<file path="src/sv/crb_pkg.sv">
`timescale 1ns / 1ps
// shared types and constants of the can frame block reassembler
package crb_pkg;

  localparam int CFG_IDX_W  = 3;
  localparam int CFG_DATA_W = 11;
  localparam int QUEUE_DEPTH = 2;

  localparam logic [CFG_IDX_W-1:0] CFG_ID_LOW      = 3'd0;
  localparam logic [CFG_IDX_W-1:0] CFG_ID_HIGH     = 3'd1;
  localparam logic [CFG_IDX_W-1:0] CFG_BCAST_ID    = 3'd2;
  localparam logic [CFG_IDX_W-1:0] CFG_KIND_MASK   = 3'd3;
  localparam logic [CFG_IDX_W-1:0] CFG_BLOCK_KIND  = 3'd4;
  localparam logic [CFG_IDX_W-1:0] CFG_FLAG_MASK   = 3'd5;

  typedef enum logic [1:0] {
    OP_BLOCK,
    OP_INLINE,
    OP_STORE
  } op_e;

  typedef struct packed {
    op_e             op;
    logic [7:0]      kind;
    logic [7:0]      sub;
    logic [7:0]      count_ref;
    logic [3:0]      len;
    logic [7:0][7:0] data;
  } cmd_t;

  // queue handshake between classifier and executor
  typedef struct packed {
    logic valid;
    logic full;
  } q_stat_t;

endpackage

</file>
<file path="src/sv/crb_front.sv">
`timescale 1ns / 1ps
// frame filter and classifier with the configuration registers
module crb_front (
  input  logic                          clk_i,
  input  logic                          rst_ni,
  input  logic                          cfg_we_i,
  input  logic [crb_pkg::CFG_IDX_W-1:0] cfg_index_i,
  input  logic [crb_pkg::CFG_DATA_W-1:0] cfg_data_i,
  input  logic                          in_valid_i,
  output logic                          in_stall_o,
  input  logic [10:0]                   can_id_i,
  input  logic [3:0]                    frame_len_i,
  input  logic [7:0][7:0]               payload_i,
  input  crb_pkg::q_stat_t              q_stat_i,
  output logic                          push_o,
  output crb_pkg::cmd_t                 cmd_o
);

  logic [10:0] id_low_q, id_high_q, bcast_q;
  logic [7:0]  kind_mask_q, block_kind_q, flag_mask_q;
  logic [3:0]  len_c;
  logic [7:0]  kind_c;
  logic        hit_c;

  always_ff @(posedge clk_i or negedge rst_ni) begin
    if (!rst_ni) begin
      id_low_q     <= 11'd0;
      id_high_q    <= 11'd2047;
      bcast_q      <= 11'd0;
      kind_mask_q  <= 8'd127;
      block_kind_q <= 8'd0;
      flag_mask_q  <= 8'd128;
    end else if (cfg_we_i) begin
      case (cfg_index_i)
        crb_pkg::CFG_ID_LOW:     id_low_q     <= cfg_data_i;
        crb_pkg::CFG_ID_HIGH:    id_high_q    <= cfg_data_i;
        crb_pkg::CFG_BCAST_ID:   bcast_q      <= cfg_data_i;
        crb_pkg::CFG_KIND_MASK:  kind_mask_q  <= cfg_data_i[7:0];
        crb_pkg::CFG_BLOCK_KIND: block_kind_q <= cfg_data_i[7:0];
        crb_pkg::CFG_FLAG_MASK:  flag_mask_q  <= cfg_data_i[7:0];
        default: ;
      endcase
    end
  end

  always_comb begin
    hit_c  = ((can_id_i >= id_low_q) && (can_id_i <= id_high_q)) || (can_id_i == bcast_q);
    len_c  = (frame_len_i > 4'd8) ? 4'd8 : frame_len_i;
    kind_c = payload_i[0] & kind_mask_q;

    cmd_o.kind      = kind_c;
    cmd_o.sub       = payload_i[1];
    cmd_o.count_ref = payload_i[2];
    cmd_o.len       = len_c;
    cmd_o.data      = payload_i;
    if (kind_c == block_kind_q) begin
      cmd_o.op = crb_pkg::OP_BLOCK;
    end else if ((payload_i[0] & flag_mask_q) != 8'd0) begin
      cmd_o.op = crb_pkg::OP_STORE;
    end else begin
      cmd_o.op = crb_pkg::OP_INLINE;
    end
  end

  // ignored and short frames are taken and dropped here
  assign in_stall_o = q_stat_i.full;
  assign push_o     = in_valid_i && !q_stat_i.full && hit_c && (len_c >= 4'd2);

endmodule

</file>
<file path="src/sv/crb_fifo.sv">
`timescale 1ns / 1ps
// short command queue between classifier and executor
module crb_fifo (
  input  logic             clk_i,
  input  logic             rst_ni,
  input  logic             push_i,
  input  crb_pkg::cmd_t    cmd_i,
  input  logic             pop_i,
  output crb_pkg::q_stat_t stat_o,
  output crb_pkg::cmd_t    cmd_o
);

  localparam int PtrW = (crb_pkg::QUEUE_DEPTH > 1) ? $clog2(crb_pkg::QUEUE_DEPTH) : 1;
  localparam int CntW = $clog2(crb_pkg::QUEUE_DEPTH + 1);
  localparam logic [CntW-1:0] DepthC = CntW'(crb_pkg::QUEUE_DEPTH);
  localparam logic [PtrW-1:0] LastP  = PtrW'(crb_pkg::QUEUE_DEPTH - 1);

  crb_pkg::cmd_t   entry_q [crb_pkg::QUEUE_DEPTH];
  logic [PtrW-1:0] wr_q, rd_q;
  logic [CntW-1:0] cnt_q;
  logic            do_push, do_pop;

  assign do_push = push_i && (cnt_q != DepthC);
  assign do_pop  = pop_i && (cnt_q != '0);

  always_ff @(posedge clk_i or negedge rst_ni) begin
    if (!rst_ni) begin
      wr_q  <= '0;
      rd_q  <= '0;
      cnt_q <= '0;
    end else begin
      if (do_push) begin
        wr_q <= (wr_q == LastP) ? '0 : wr_q + 1'b1;
      end
      if (do_pop) begin
        rd_q <= (rd_q == LastP) ? '0 : rd_q + 1'b1;
      end
      if (do_push && !do_pop) begin
        cnt_q <= cnt_q + 1'b1;
      end else if (do_pop && !do_push) begin
        cnt_q <= cnt_q - 1'b1;
      end
    end
  end

  always_ff @(posedge clk_i) begin
    if (do_push) begin
      entry_q[wr_q] <= cmd_i;
    end
  end

  assign stat_o.valid = (cnt_q != '0);
  assign stat_o.full  = (cnt_q == DepthC);
  assign cmd_o        = entry_q[rd_q];

endmodule

</file>
<file path="src/sv/crb_back.sv">
`timescale 1ns / 1ps
// command executor: block store, reassembly memory and chunked output
module crb_back #(
  parameter int StoreBytes = 256
) (
  input  logic             clk_i,
  input  logic             rst_ni,
  input  crb_pkg::q_stat_t q_stat_i,
  input  crb_pkg::cmd_t    cmd_i,
  output logic             pop_o,
  output logic             out_valid_o,
  input  logic             out_stall_i,
  output logic [7:0]       msg_kind_o,
  output logic [7:0]       sub_id_o,
  output logic [7:0]       msg_length_o,
  output logic [7:0][7:0]  chunk_o,
  output logic             last_chunk_o
);

  localparam int Rows = (StoreBytes + 7) / 8;
  localparam int RowW = (Rows > 1) ? $clog2(Rows) : 1;
  localparam logic [8:0] Cap = (StoreBytes > 255) ? 9'd255 : 9'(StoreBytes);

  localparam logic [2:0] ST_IDLE   = 3'd0;
  localparam logic [2:0] ST_APPEND = 3'd1;
  localparam logic [2:0] ST_INLINE = 3'd2;
  localparam logic [2:0] ST_READ   = 3'd3;
  localparam logic [2:0] ST_EMIT   = 3'd4;

  logic [63:0] store_mem [Rows];

  logic [2:0]      state_q, state_d;
  crb_pkg::cmd_t   cmd_q, cmd_d;
  logic [2:0]      idx_q, idx_d;
  logic [7:0]      fill_q, fill_d;
  logic [7:0]      bcnt_q, bcnt_d;
  logic [7:0]      mlen_q, mlen_d;
  logic [4:0]      chunk_q, chunk_d;
  logic [4:0]      last_idx_q, last_idx_d;
  logic [63:0]     rd_q;
  logic            out_valid_q, out_valid_d;
  logic [7:0]      kind_q, kind_d, sub_q, sub_d, len_q, len_d;
  logic [7:0][7:0] bytes_q, bytes_d;
  logic            last_q, last_d;
  logic            slot_free, load, wr_en, rd_en;
  logic [7:0]      pos;
  logic [7:0]      fill_m1;

  assign slot_free = !out_valid_q || !out_stall_i;
  assign pop_o     = (state_q == ST_IDLE) && q_stat_i.valid;
  assign fill_m1   = fill_q - 8'd1;

  always_comb begin
    state_d    = state_q;
    cmd_d      = cmd_q;
    idx_d      = idx_q;
    fill_d     = fill_q;
    bcnt_d     = bcnt_q;
    mlen_d     = mlen_q;
    chunk_d    = chunk_q;
    last_idx_d = last_idx_q;
    kind_d     = kind_q;
    sub_d      = sub_q;
    len_d      = len_q;
    bytes_d    = bytes_q;
    last_d     = last_q;
    load       = 1'b0;
    wr_en      = 1'b0;
    rd_en      = 1'b0;
    pos        = '0;

    case (state_q)
      ST_IDLE: begin
        if (q_stat_i.valid) begin
          cmd_d = cmd_i;
          case (cmd_i.op)
            crb_pkg::OP_BLOCK: begin
              idx_d   = 3'd1;
              state_d = ST_APPEND;
            end
            crb_pkg::OP_INLINE: begin
              state_d = ST_INLINE;
            end
            crb_pkg::OP_STORE: begin
              fill_d = '0;
              bcnt_d = '0;
              // count mismatch drops the message but still clears the store
              if (cmd_i.count_ref == bcnt_q) begin
                mlen_d     = fill_q;
                chunk_d    = '0;
                last_idx_d = (fill_q == 8'd0) ? 5'd0 : fill_m1[7:3];
                state_d    = ST_READ;
              end
            end
            default: ;
          endcase
        end
      end
      ST_APPEND: begin
        if ({1'b0, fill_q} < Cap) begin
          wr_en  = 1'b1;
          fill_d = fill_q + 8'd1;
        end
        idx_d = idx_q + 3'd1;
        if ({1'b0, idx_q} + 4'd1 == cmd_q.len) begin
          bcnt_d  = bcnt_q + 8'd1;
          state_d = ST_IDLE;
        end
      end
      ST_INLINE: begin
        if (slot_free) begin
          load   = 1'b1;
          kind_d = cmd_q.kind;
          sub_d  = cmd_q.sub;
          len_d  = {4'd0, cmd_q.len - 4'd2};
          last_d = 1'b1;
          for (int j = 0; j < 8; j++) begin
            bytes_d[j] = '0;
          end
          for (int j = 0; j < 6; j++) begin
            if (4'(j) < cmd_q.len - 4'd2) begin
              bytes_d[j] = cmd_q.data[j + 2];
            end
          end
          state_d = ST_IDLE;
        end
      end
      ST_READ: begin
        rd_en   = 1'b1;
        state_d = ST_EMIT;
      end
      ST_EMIT: begin
        if (slot_free) begin
          load   = 1'b1;
          kind_d = cmd_q.kind;
          sub_d  = cmd_q.sub;
          len_d  = mlen_q;
          last_d = (chunk_q == last_idx_q);
          for (int j = 0; j < 8; j++) begin
            pos        = {chunk_q, 3'(j)};
            bytes_d[j] = (pos < mlen_q) ? rd_q[j*8 +: 8] : 8'd0;
          end
          if (chunk_q == last_idx_q) begin
            state_d = ST_IDLE;
          end else begin
            chunk_d = chunk_q + 5'd1;
            state_d = ST_READ;
          end
        end
      end
      default: begin
        state_d = ST_IDLE;
      end
    endcase

    out_valid_d = load || (out_valid_q && out_stall_i);
  end

  // reassembly memory: one byte lane written per cycle, a whole row read
  always_ff @(posedge clk_i) begin
    if (wr_en) begin
      store_mem[RowW'(fill_q >> 3)][fill_q[2:0]*8 +: 8] <= cmd_q.data[idx_q];
    end
    if (rd_en) begin
      rd_q <= store_mem[RowW'(chunk_q)];
    end
  end

  always_ff @(posedge clk_i or negedge rst_ni) begin
    if (!rst_ni) begin
      state_q     <= ST_IDLE;
      fill_q      <= '0;
      bcnt_q      <= '0;
      out_valid_q <= 1'b0;
    end else begin
      state_q     <= state_d;
      fill_q      <= fill_d;
      bcnt_q      <= bcnt_d;
      out_valid_q <= out_valid_d;
    end
  end

  always_ff @(posedge clk_i) begin
    cmd_q      <= cmd_d;
    idx_q      <= idx_d;
    mlen_q     <= mlen_d;
    chunk_q    <= chunk_d;
    last_idx_q <= last_idx_d;
    kind_q     <= kind_d;
    sub_q      <= sub_d;
    len_q      <= len_d;
    bytes_q    <= bytes_d;
    last_q     <= last_d;
  end

  assign out_valid_o  = out_valid_q;
  assign msg_kind_o   = kind_q;
  assign sub_id_o     = sub_q;
  assign msg_length_o = len_q;
  assign chunk_o      = bytes_q;
  assign last_chunk_o = last_q;

endmodule

</file>
<file path="src/sv/can_frame_block_reassembler.sv">
`timescale 1ns / 1ps
// can frame block reassembler top: frame classifier, two-entry command queue, executor
// an inline chunk goes through the queue entry, command register and output register
// a block frame holds the executor while it is dequeued and its data bytes (up to 7) are stored
// a stored message is dequeued, then each 8-byte chunk takes a row read and an output
// load, up to 32 chunks, via the single read port; the queue takes frames meanwhile
// reset restores register defaults, empties queue, fill and count; memory not cleared
module can_frame_block_reassembler #(
  parameter int STORE_BYTES = 256
) (
  input  logic                           clk_i,
  input  logic                           rst_ni,
  input  logic                           cfg_we_i,
  input  logic [crb_pkg::CFG_IDX_W-1:0]  cfg_index_i,
  input  logic [crb_pkg::CFG_DATA_W-1:0] cfg_data_i,
  input  logic                           in_valid_i,
  output logic                           in_stall_o,
  input  logic [10:0]                    can_id_i,
  input  logic [3:0]                     frame_len_i,
  input  logic [7:0]                     payload_0_i,
  input  logic [7:0]                     payload_1_i,
  input  logic [7:0]                     payload_2_i,
  input  logic [7:0]                     payload_3_i,
  input  logic [7:0]                     payload_4_i,
  input  logic [7:0]                     payload_5_i,
  input  logic [7:0]                     payload_6_i,
  input  logic [7:0]                     payload_7_i,
  output logic                           out_valid_o,
  input  logic                           out_stall_i,
  output logic [7:0]                     msg_kind_o,
  output logic [7:0]                     sub_id_o,
  output logic [7:0]                     msg_length_o,
  output logic [7:0]                     chunk_byte_0_o,
  output logic [7:0]                     chunk_byte_1_o,
  output logic [7:0]                     chunk_byte_2_o,
  output logic [7:0]                     chunk_byte_3_o,
  output logic [7:0]                     chunk_byte_4_o,
  output logic [7:0]                     chunk_byte_5_o,
  output logic [7:0]                     chunk_byte_6_o,
  output logic [7:0]                     chunk_byte_7_o,
  output logic                           last_chunk_o
);

  logic [7:0][7:0]  payload;
  logic [7:0][7:0]  chunk;
  logic             push, pop;
  crb_pkg::cmd_t    cmd_in, cmd_out;
  crb_pkg::q_stat_t q_stat;

  assign payload = {payload_7_i, payload_6_i, payload_5_i, payload_4_i,
                    payload_3_i, payload_2_i, payload_1_i, payload_0_i};

  crb_front u_front (
    .clk_i       (clk_i),
    .rst_ni      (rst_ni),
    .cfg_we_i    (cfg_we_i),
    .cfg_index_i (cfg_index_i),
    .cfg_data_i  (cfg_data_i),
    .in_valid_i  (in_valid_i),
    .in_stall_o  (in_stall_o),
    .can_id_i    (can_id_i),
    .frame_len_i (frame_len_i),
    .payload_i   (payload),
    .q_stat_i    (q_stat),
    .push_o      (push),
    .cmd_o       (cmd_in)
  );

  crb_fifo u_fifo (
    .clk_i  (clk_i),
    .rst_ni (rst_ni),
    .push_i (push),
    .cmd_i  (cmd_in),
    .pop_i  (pop),
    .stat_o (q_stat),
    .cmd_o  (cmd_out)
  );

  crb_back #(
    .StoreBytes (STORE_BYTES)
  ) u_back (
    .clk_i        (clk_i),
    .rst_ni       (rst_ni),
    .q_stat_i     (q_stat),
    .cmd_i        (cmd_out),
    .pop_o        (pop),
    .out_valid_o  (out_valid_o),
    .out_stall_i  (out_stall_i),
    .msg_kind_o   (msg_kind_o),
    .sub_id_o     (sub_id_o),
    .msg_length_o (msg_length_o),
    .chunk_o      (chunk),
    .last_chunk_o (last_chunk_o)
  );

  assign chunk_byte_0_o = chunk[0];
  assign chunk_byte_1_o = chunk[1];
  assign chunk_byte_2_o = chunk[2];
  assign chunk_byte_3_o = chunk[3];
  assign chunk_byte_4_o = chunk[4];
  assign chunk_byte_5_o = chunk[5];
  assign chunk_byte_6_o = chunk[6];
  assign chunk_byte_7_o = chunk[7];

endmodule

</file>
<file path="config.mk">
export PLATFORM = sky130hd
export DESIGN_NAME = can_frame_block_reassembler
export DESIGN_NICKNAME = d
export VERILOG_FILES = /design/src/sv/crb_pkg.sv /design/src/sv/crb_front.sv /design/src/sv/crb_fifo.sv /design/src/sv/crb_back.sv /design/src/sv/can_frame_block_reassembler.sv
export SDC_FILE = /design/constraint.sdc
export NUM_CORES = 2
export LEC_CHECK = 0
export BUFFER_PORTS_ARGS = -buffer_cell sky130_fd_sc_hd__buf_2
export CORE_ASPECT_RATIO = 1.4
export CORE_MARGIN = 2
export CORE_UTILIZATION = 40
export CTS_CLUSTER_SIZE = 8
export DETAILED_ROUTE_END_ITERATION = 8
export GPL_TIMING_DRIVEN = 0
export PLACE_DENSITY = 0.54
export SLEW_MARGIN = 20
export SYNTH_ARGS = -nofsm -noshare
export SYNTH_HDL_FRONTEND = slang
export SYNTH_SLANG_ARGS = --single-unit
</file>
<file path="constraint.sdc">
create_clock -name clk_i -period 19.4 [get_ports clk_i]
set_input_delay 2.91 -clock clk_i [delete_from_list [all_inputs] [get_ports clk_i]]
set_output_delay 2.91 -clock clk_i [all_outputs]
set_load 0.02 [all_outputs]
</file>
After elaboration in Yosys (flattened, before gate mapping)

Memory sizes are Yosys's and may differ from the RTL's. A register that Yosys moved wholly into a read port is not among the register bits.
Index checks and enable logic that the tools add are counted.

Register bits: 275
RAM bits: 2,236
Bits of input ports: 98
Output and inout bits: 91
Word-level logic and storage cells: 215
Memories: 2

Add/subtract/negate cells: 12
Magnitude comparators: 20
Eq/ne operators: 29
Shifts and indexed selects: 2
Mux-type cells: 64
Bitwise logic cells: 2
Reductions and logical operators: 44

Memories:

| memory           | depth | bits a word | read ports | clocked after memory_dff | wr ports | RTL line       | source |
|---|---|---|---|---|---|---|---|
| u_back.store_mem | 32    | 64          | 1          | 1                        | 1        | crb_back.sv:30 | `logic [63:0] store_mem [Rows];` |
| u_fifo.entry_q   | 2     | 94          | 1          | 0                        | 1        | crb_fifo.sv:18 | `crb_pkg::cmd_t entry_q [crb_pkg::QUEUE_DEPTH];` |

Operators by type and width:

| cell                                                  | number |
|---|---|
| 2-to-1 mux 64 bit                                     | 3 |
| 2-to-1 mux 8 bit                                      | 21 |
| case mux 64 bit (2 select lines)                      | 1 |
| less-than comparator 8 bit                            | 8 |
| variable shift 8 x 34 -> 64 bit, first input constant | 1 |
| indexed part select 8 x 34 -> 64 bit                  | 1 |
| case mux 8 bit (2 select lines)                       | 3 |
| negation 6 -> 34 bit                                  | 1 |
| 2-to-1 mux 5 bit                                      | 5 |
| binary-select mux 8 bit (select 3 bit)                | 1 |
| 2-to-1 mux 3 bit                                      | 7 |
| adder 8 x 1 -> 8 bit, second input constant           | 2 |
| bitwise AND 8 bit                                     | 2 |
| == test 8 bit                                         | 2 |
| AND reduction 2 bit                                   | 8 |
| case mux 3 bit (5 select lines)                       | 1 |
| == test 3 x 2 -> 1 bit, second input constant         | 4 |
| 2-to-1 mux 1 bit                                      | 12 |
| AND reduction 4 bit                                   | 3 |
| AND reduction 6 bit                                   | 2 |
| == test 11 bit                                        | 1 |
| greater-or-equal comparator 11 bit                    | 1 |
| <= comparator 11 bit                                  | 1 |
| logical AND 1 bit                                     | 10 |
| other kinds (40)                                      | 72 |

Longest topological paths before layout

Depth after elaboration: 10
Depth in mapped cells: 12
Gate-level depth less buffers: 11

Hierarchy

Synthesis repeated with hierarchy kept, for this count alone.

Cell total of the unflattened synthesis: 4,895
Area, all modules: 101,907.7 um^2

By module, submodules not included:

| module    | instances | cells an instance | area an instance (um^2) | sequential area each (um^2) |
|---|---|---|---|---|
| crb_back  | 1         | 4,234             | 91,046.1                | 69,746.9 |
| crb_fifo  | 1         | 312               | 7,191.9                 | 5,745.5 |
| crb_front | 1         | 349               | 3,669.8                 | 1,450.1 |

Least setup slack after synthesis

No wires, ideal clock.

Kind: input -> register
From: input port can_id_i[10]
To: memory u_fifo.entry_q[0][0] (netlist name) (enable)
Setup time: 610 ps
Arrival time: 9,240 ps
Required time: 18,790 ps
Setup slack: 9,550 ps
Stages on the path: 6
Buffers on the path: 0
Cell sequence: ha_1 -> and3_1 -> a221oi_1 -> a31o_2 -> a31oi_1 -> nor3_1

Longest elaborated chain between the ends: 8
Elaborated cells on any way between the ends: 10
Classes of those cells: order compare: 2; eq/ne: 1; mux: 2; reduce/logical: 5

RTL lines:

| item                                                                       | RTL line                          | source |
|---|---|---|
| start, declared                                                            | can_frame_block_reassembler.sv:18 | `input logic [10:0] can_id_i,` |
| greater-or-equal comparator 11 bit or <= comparator 11 bit (tied branches) | crb_front.sv:47                   | `hit_c = ((can_id_i >= id_low_q) && (can_id_i <= id_high_q)) \|\| (can_id_i == bcast_q);` |
| logical AND 1 bit                                                          | crb_front.sv:47                   |  |
| logical OR 1 bit *                                                         | crb_front.sv:47                   |  |
| logical AND 1 bit * (2 in a row)                                           | crb_front.sv:67                   | `assign push_o = in_valid_i && !q_stat_i.full && hit_c && (len_c >= 4'd2);` |
| logical AND 1 bit *                                                        | crb_fifo.sv:23                    | `assign do_push = push_i && (cnt_q != DepthC);` |
| 2-to-1 mux 1 bit *                                                         | crb_fifo.sv:47                    | `if (do_push) begin` |
| 2-to-1 mux 1 bit (not written as such) *                                   | crb_fifo.sv:48                    | `entry_q[wr_q] <= cmd_i;` |
| end, declared                                                              | crb_fifo.sv:18                    |  |

Every way passes the cells marked *; elsewhere a longest branch is shown, timed or not.

Worst setup path after layout

From: input port can_id_i[10]
To: memory u_fifo.entry_q[1][79] (netlist name) (enable)

Same word-level chain as after synthesis.

==> results.cfg <==
[timing]
timing.fmax_mhz = 189
hold_viol = 0
tightestPinTransition_ns = 1.21
setup_violations = 0
rsz0062_at_grt = false
hold_ws_ns = 0.413
tns_ns = 0
slew_viol_final = 0
slew_headroom = 0.191
fin_crit_ns = 5.29
min_period_over_period = 0.273
clock_skew_ns = 0.0452

[worst_setup_path]
rr_worst_depth = 8
cpMostUsedCell = buf_4
rrSetupSlack_ns = 14.21
cp-start-kind = input port
arrival_ns = 5.84
critPathMaxStageDelay_ns = 0.40
crit_type = in -> reg
rr_endpoint = u_back.store_mem[10][1]
cp.required_ns = 19.95
cp_cell_sequence = buf_2, ha_1, and3_1, a221oi_1, a31o_2, a31oi_1, nor3_2, buf_4, buf_4, buf_6, buf_4, buf_6, buf_4
path_max_fanout = 9
endpoint_kind = flop
r2r-start = u_back.fill_q[0]
crit_path_top_delay_cell = nor3_2

[floorplanning]
dieHeight_um = 591
die_area_mm2 = 0.250
coreArea_mm2 = 0.245
ios = 189
initial_core_util = 0.402
num_rows = 215
die_w_um = 423

[global_route]
grt_pass1_vias = 49800
grt_pass1_wl_um = 393000
grt_max_degree = 50
antenna_found_initial = 18
grt_use_total = 0.226
gr-total-overflow = 0

[synth]
async_flop_share = 0.0320
synth_warnings = 0
synthMuxAreaShare = 0.172
synthAdderAreaFrac = 0.00496
syn_avg_cell_area_um2 = 22.0
synth_nets = 4608
yosys.area_share.simple = 0.0258
ys_seq_elements = 2535
synth.top_cells.by_count = 2454 x edfxtp_1, 656 x mux4_2, 365 x nor2_1
synth_ff_type = edfxtp_1
yosys.area.top_type = edfxtp_1
ys_top_cells_by_area = edfxtp_1 75%, mux4_2 15%, mux2_2 2.0%
synth_compound_area_frac = 0.0113
synth.cell_area_mm2 = 0.0983
postSynthCellCount = 4471
synth_edf_count = 2454
yosysMostFrequentCell = edfxtp_1
ys_seq_area_frac = 0.770
yosysUniqueCellTypes = 62
synth-xor-area-share = 0.00472
synth_top_family_by_area = multiplexers
yosys.area.top_type_share = 0.749

[clock_network]
cts_tree = built
cts_buffers = 359
worstSkewPairLatency_ns = 0.87
htreeDepth = 5
cts_max_path_buffers = 4
cts_root_buffer = clkbuf_16
clock_sinks = 2535
cts.clk_slew.worst_paths_ns = 0.05
post_cts_resized = 0
cts.hold.buffers_added = 0
postCtsSetupRepairBufs = 0

[placed_design]
dp_hpwl_um = 196000
io_buffers = 188
place_congestion = 0.856

[drt]
post_drt_via_cell_ratio = 5.71
wl_per_cell_um = 33.8
vias = 48100
dr.pass1.iters = 6
drc_errors = 0
routed_wl_um = 285000
ant_nets = 0
dr.first_iter.drc_count = 4599

[power_and_ir_drop]
p_leak_nw = 38.0
ir_drop_uv = 78.9
cellPowerDensity_mw_per_mm2 = 133

[hold_path]
hp-start = u_back.cmd_q[88]
min_to = u_back.msg_kind_o[4]
hold_path_depth = 0
hold_class = reg -> reg

[outcome]
status = finished, final reports clean

[layout]
layout.nets = 5245
area_delta_synth_final_pct = 17.0
final_layout_size_suffix_gt1_frac = 0.338
fillerInstances = 20200

[job]
max-cap-violations = 0
-- stage by stage --
stage                     setup WS, ns  power, mW  utilization  area [µm²]  cells
final                            14.11       15.3        0.470      115000   8419
after global routing             13.96       15.7        0.470      115000   8414
after CTS                        14.16       15.4        0.470      115000   8411
after detailed placement         13.25       9.94        0.431      106000   8002
after global placement            4.93       9.62        0.422      103000   7914
after floorplan                   9.55       8.37            -       98300   4471
-- worst max-delay path: cells and delay by family --
kind	cells	cell delay, ns
adders and majority gates	1	0.30
and+or+nand+nor	2	0.64
buffers and inverters	7	1.29
AOI/OAI and AO/OA	3	0.68
-- cells by family (layout without fill, tap and decap cells) --
group,count (synthesis),in the layout
mux,845,845
fa+ha+maj,39,39
buf+inv,258,943
flops,2535,2535
xor+xnor,53,53
compound gates,156,156
simple gates,585,585
other cells,0,8
-- state kept, by name, indices dropped and copies added (netlist names), 11 cells and up --
name               cells
u_back.store_mem    2048
u_fifo.entry_q       156
u_back.cmd_q          76
u_back.chunk_o        64
u_back.rd_q           64
u_front.bcast_q       11
u_front.id_high_q     11
u_front.id_low_q      11
-- cell usage in the layout, fill, tap and decap left out, types with 7 or more instances in the layout --
master,synthesis,routed
nand4_1,13,13
diode_2,0,8
buf_8,0,8
a31oi_1,7,7
ha_1,39,39
inv_1,43,42
a22o_1,48,48
a21o_1,9,9
buf_2,38,234
clkbuf_1,125,136
xor2_1,19,19
o21ai_0,34,34
dfstp_2,19,19
edfxtp_1,2454,2454
nor2_4,0,42
nand2_2,0,31
buf_4,15,33
nor2_2,0,49
mux4_2,656,656
nor2_1,365,274
xnor2_1,34,34
mux2i_4,0,8
dfrtp_1,62,62
nand3_1,23,23
nor4_1,7,7
nor3_1,14,12
clkbuf_2,0,24
buf_12,0,10
buf_1,34,22
and2_1,27,27
clkbuf_16,0,370
mux2_2,178,178
buf_6,3,27
nand2_1,87,56
buf_16,0,29
nor2b_1,9,9
a21oi_1,26,24
-- metal layers --
layer | routed length, µm | vias to the layer above | track usage
met4 | 12100 | 6 | 0.0913
met5 | 44 | - | 0.00172
li1 | - | 19700 | -
met3 | 16700 | 486 | 0.0414
met1 | 106000 | 26100 | 0.269
met2 | 150000 | 1751 | 0.402
-- final cells by class --
cell class	instances	area [µm²]	share of cell area
sequential	2535	75700	0.658
timing repair buffer	276	2460	0.0214
buffer	215	975	0.00847
antenna	8	20.0	0.000174
inverter	43	164	0.00142
clock buffer	402	9380	0.0815
multi-input combinational	1678	22200	0.193
tap	3255	4070	0.0354
clock inverter	7	63.8	0.000555
-- where the power goes --
group	leakage, nW	internal, mW	switching, mW
logic	8.76	1.09	1.97
clock network	4.63	3.34	2.16
registers	24.6	6.60	0.154
total	38.0	11.0	4.29
-- how the worst max path moves through the flow --
stage | startpoint | end | slack (ns) | cells after the start
final | can_id_i[10] | u_fifo.entry_q[1][79] | 14.11 | 13
after global routing | can_id_i[10] | u_fifo.entry_q[1][76] | 13.96 | 13
after CTS | can_id_i[10] | u_fifo.entry_q[1][76] | 14.16 | 13
after detailed placement | can_id_i[10] | u_fifo.entry_q[1][29] | 13.25 | 13
after global placement | can_id_i[10] | u_fifo.entry_q[0][30] | 4.93 | 7
after floorplan | can_id_i[10] | u_fifo.entry_q[0][0] | 9.55 | 6
No activity file was read; power rests on OpenSTA's default activity.
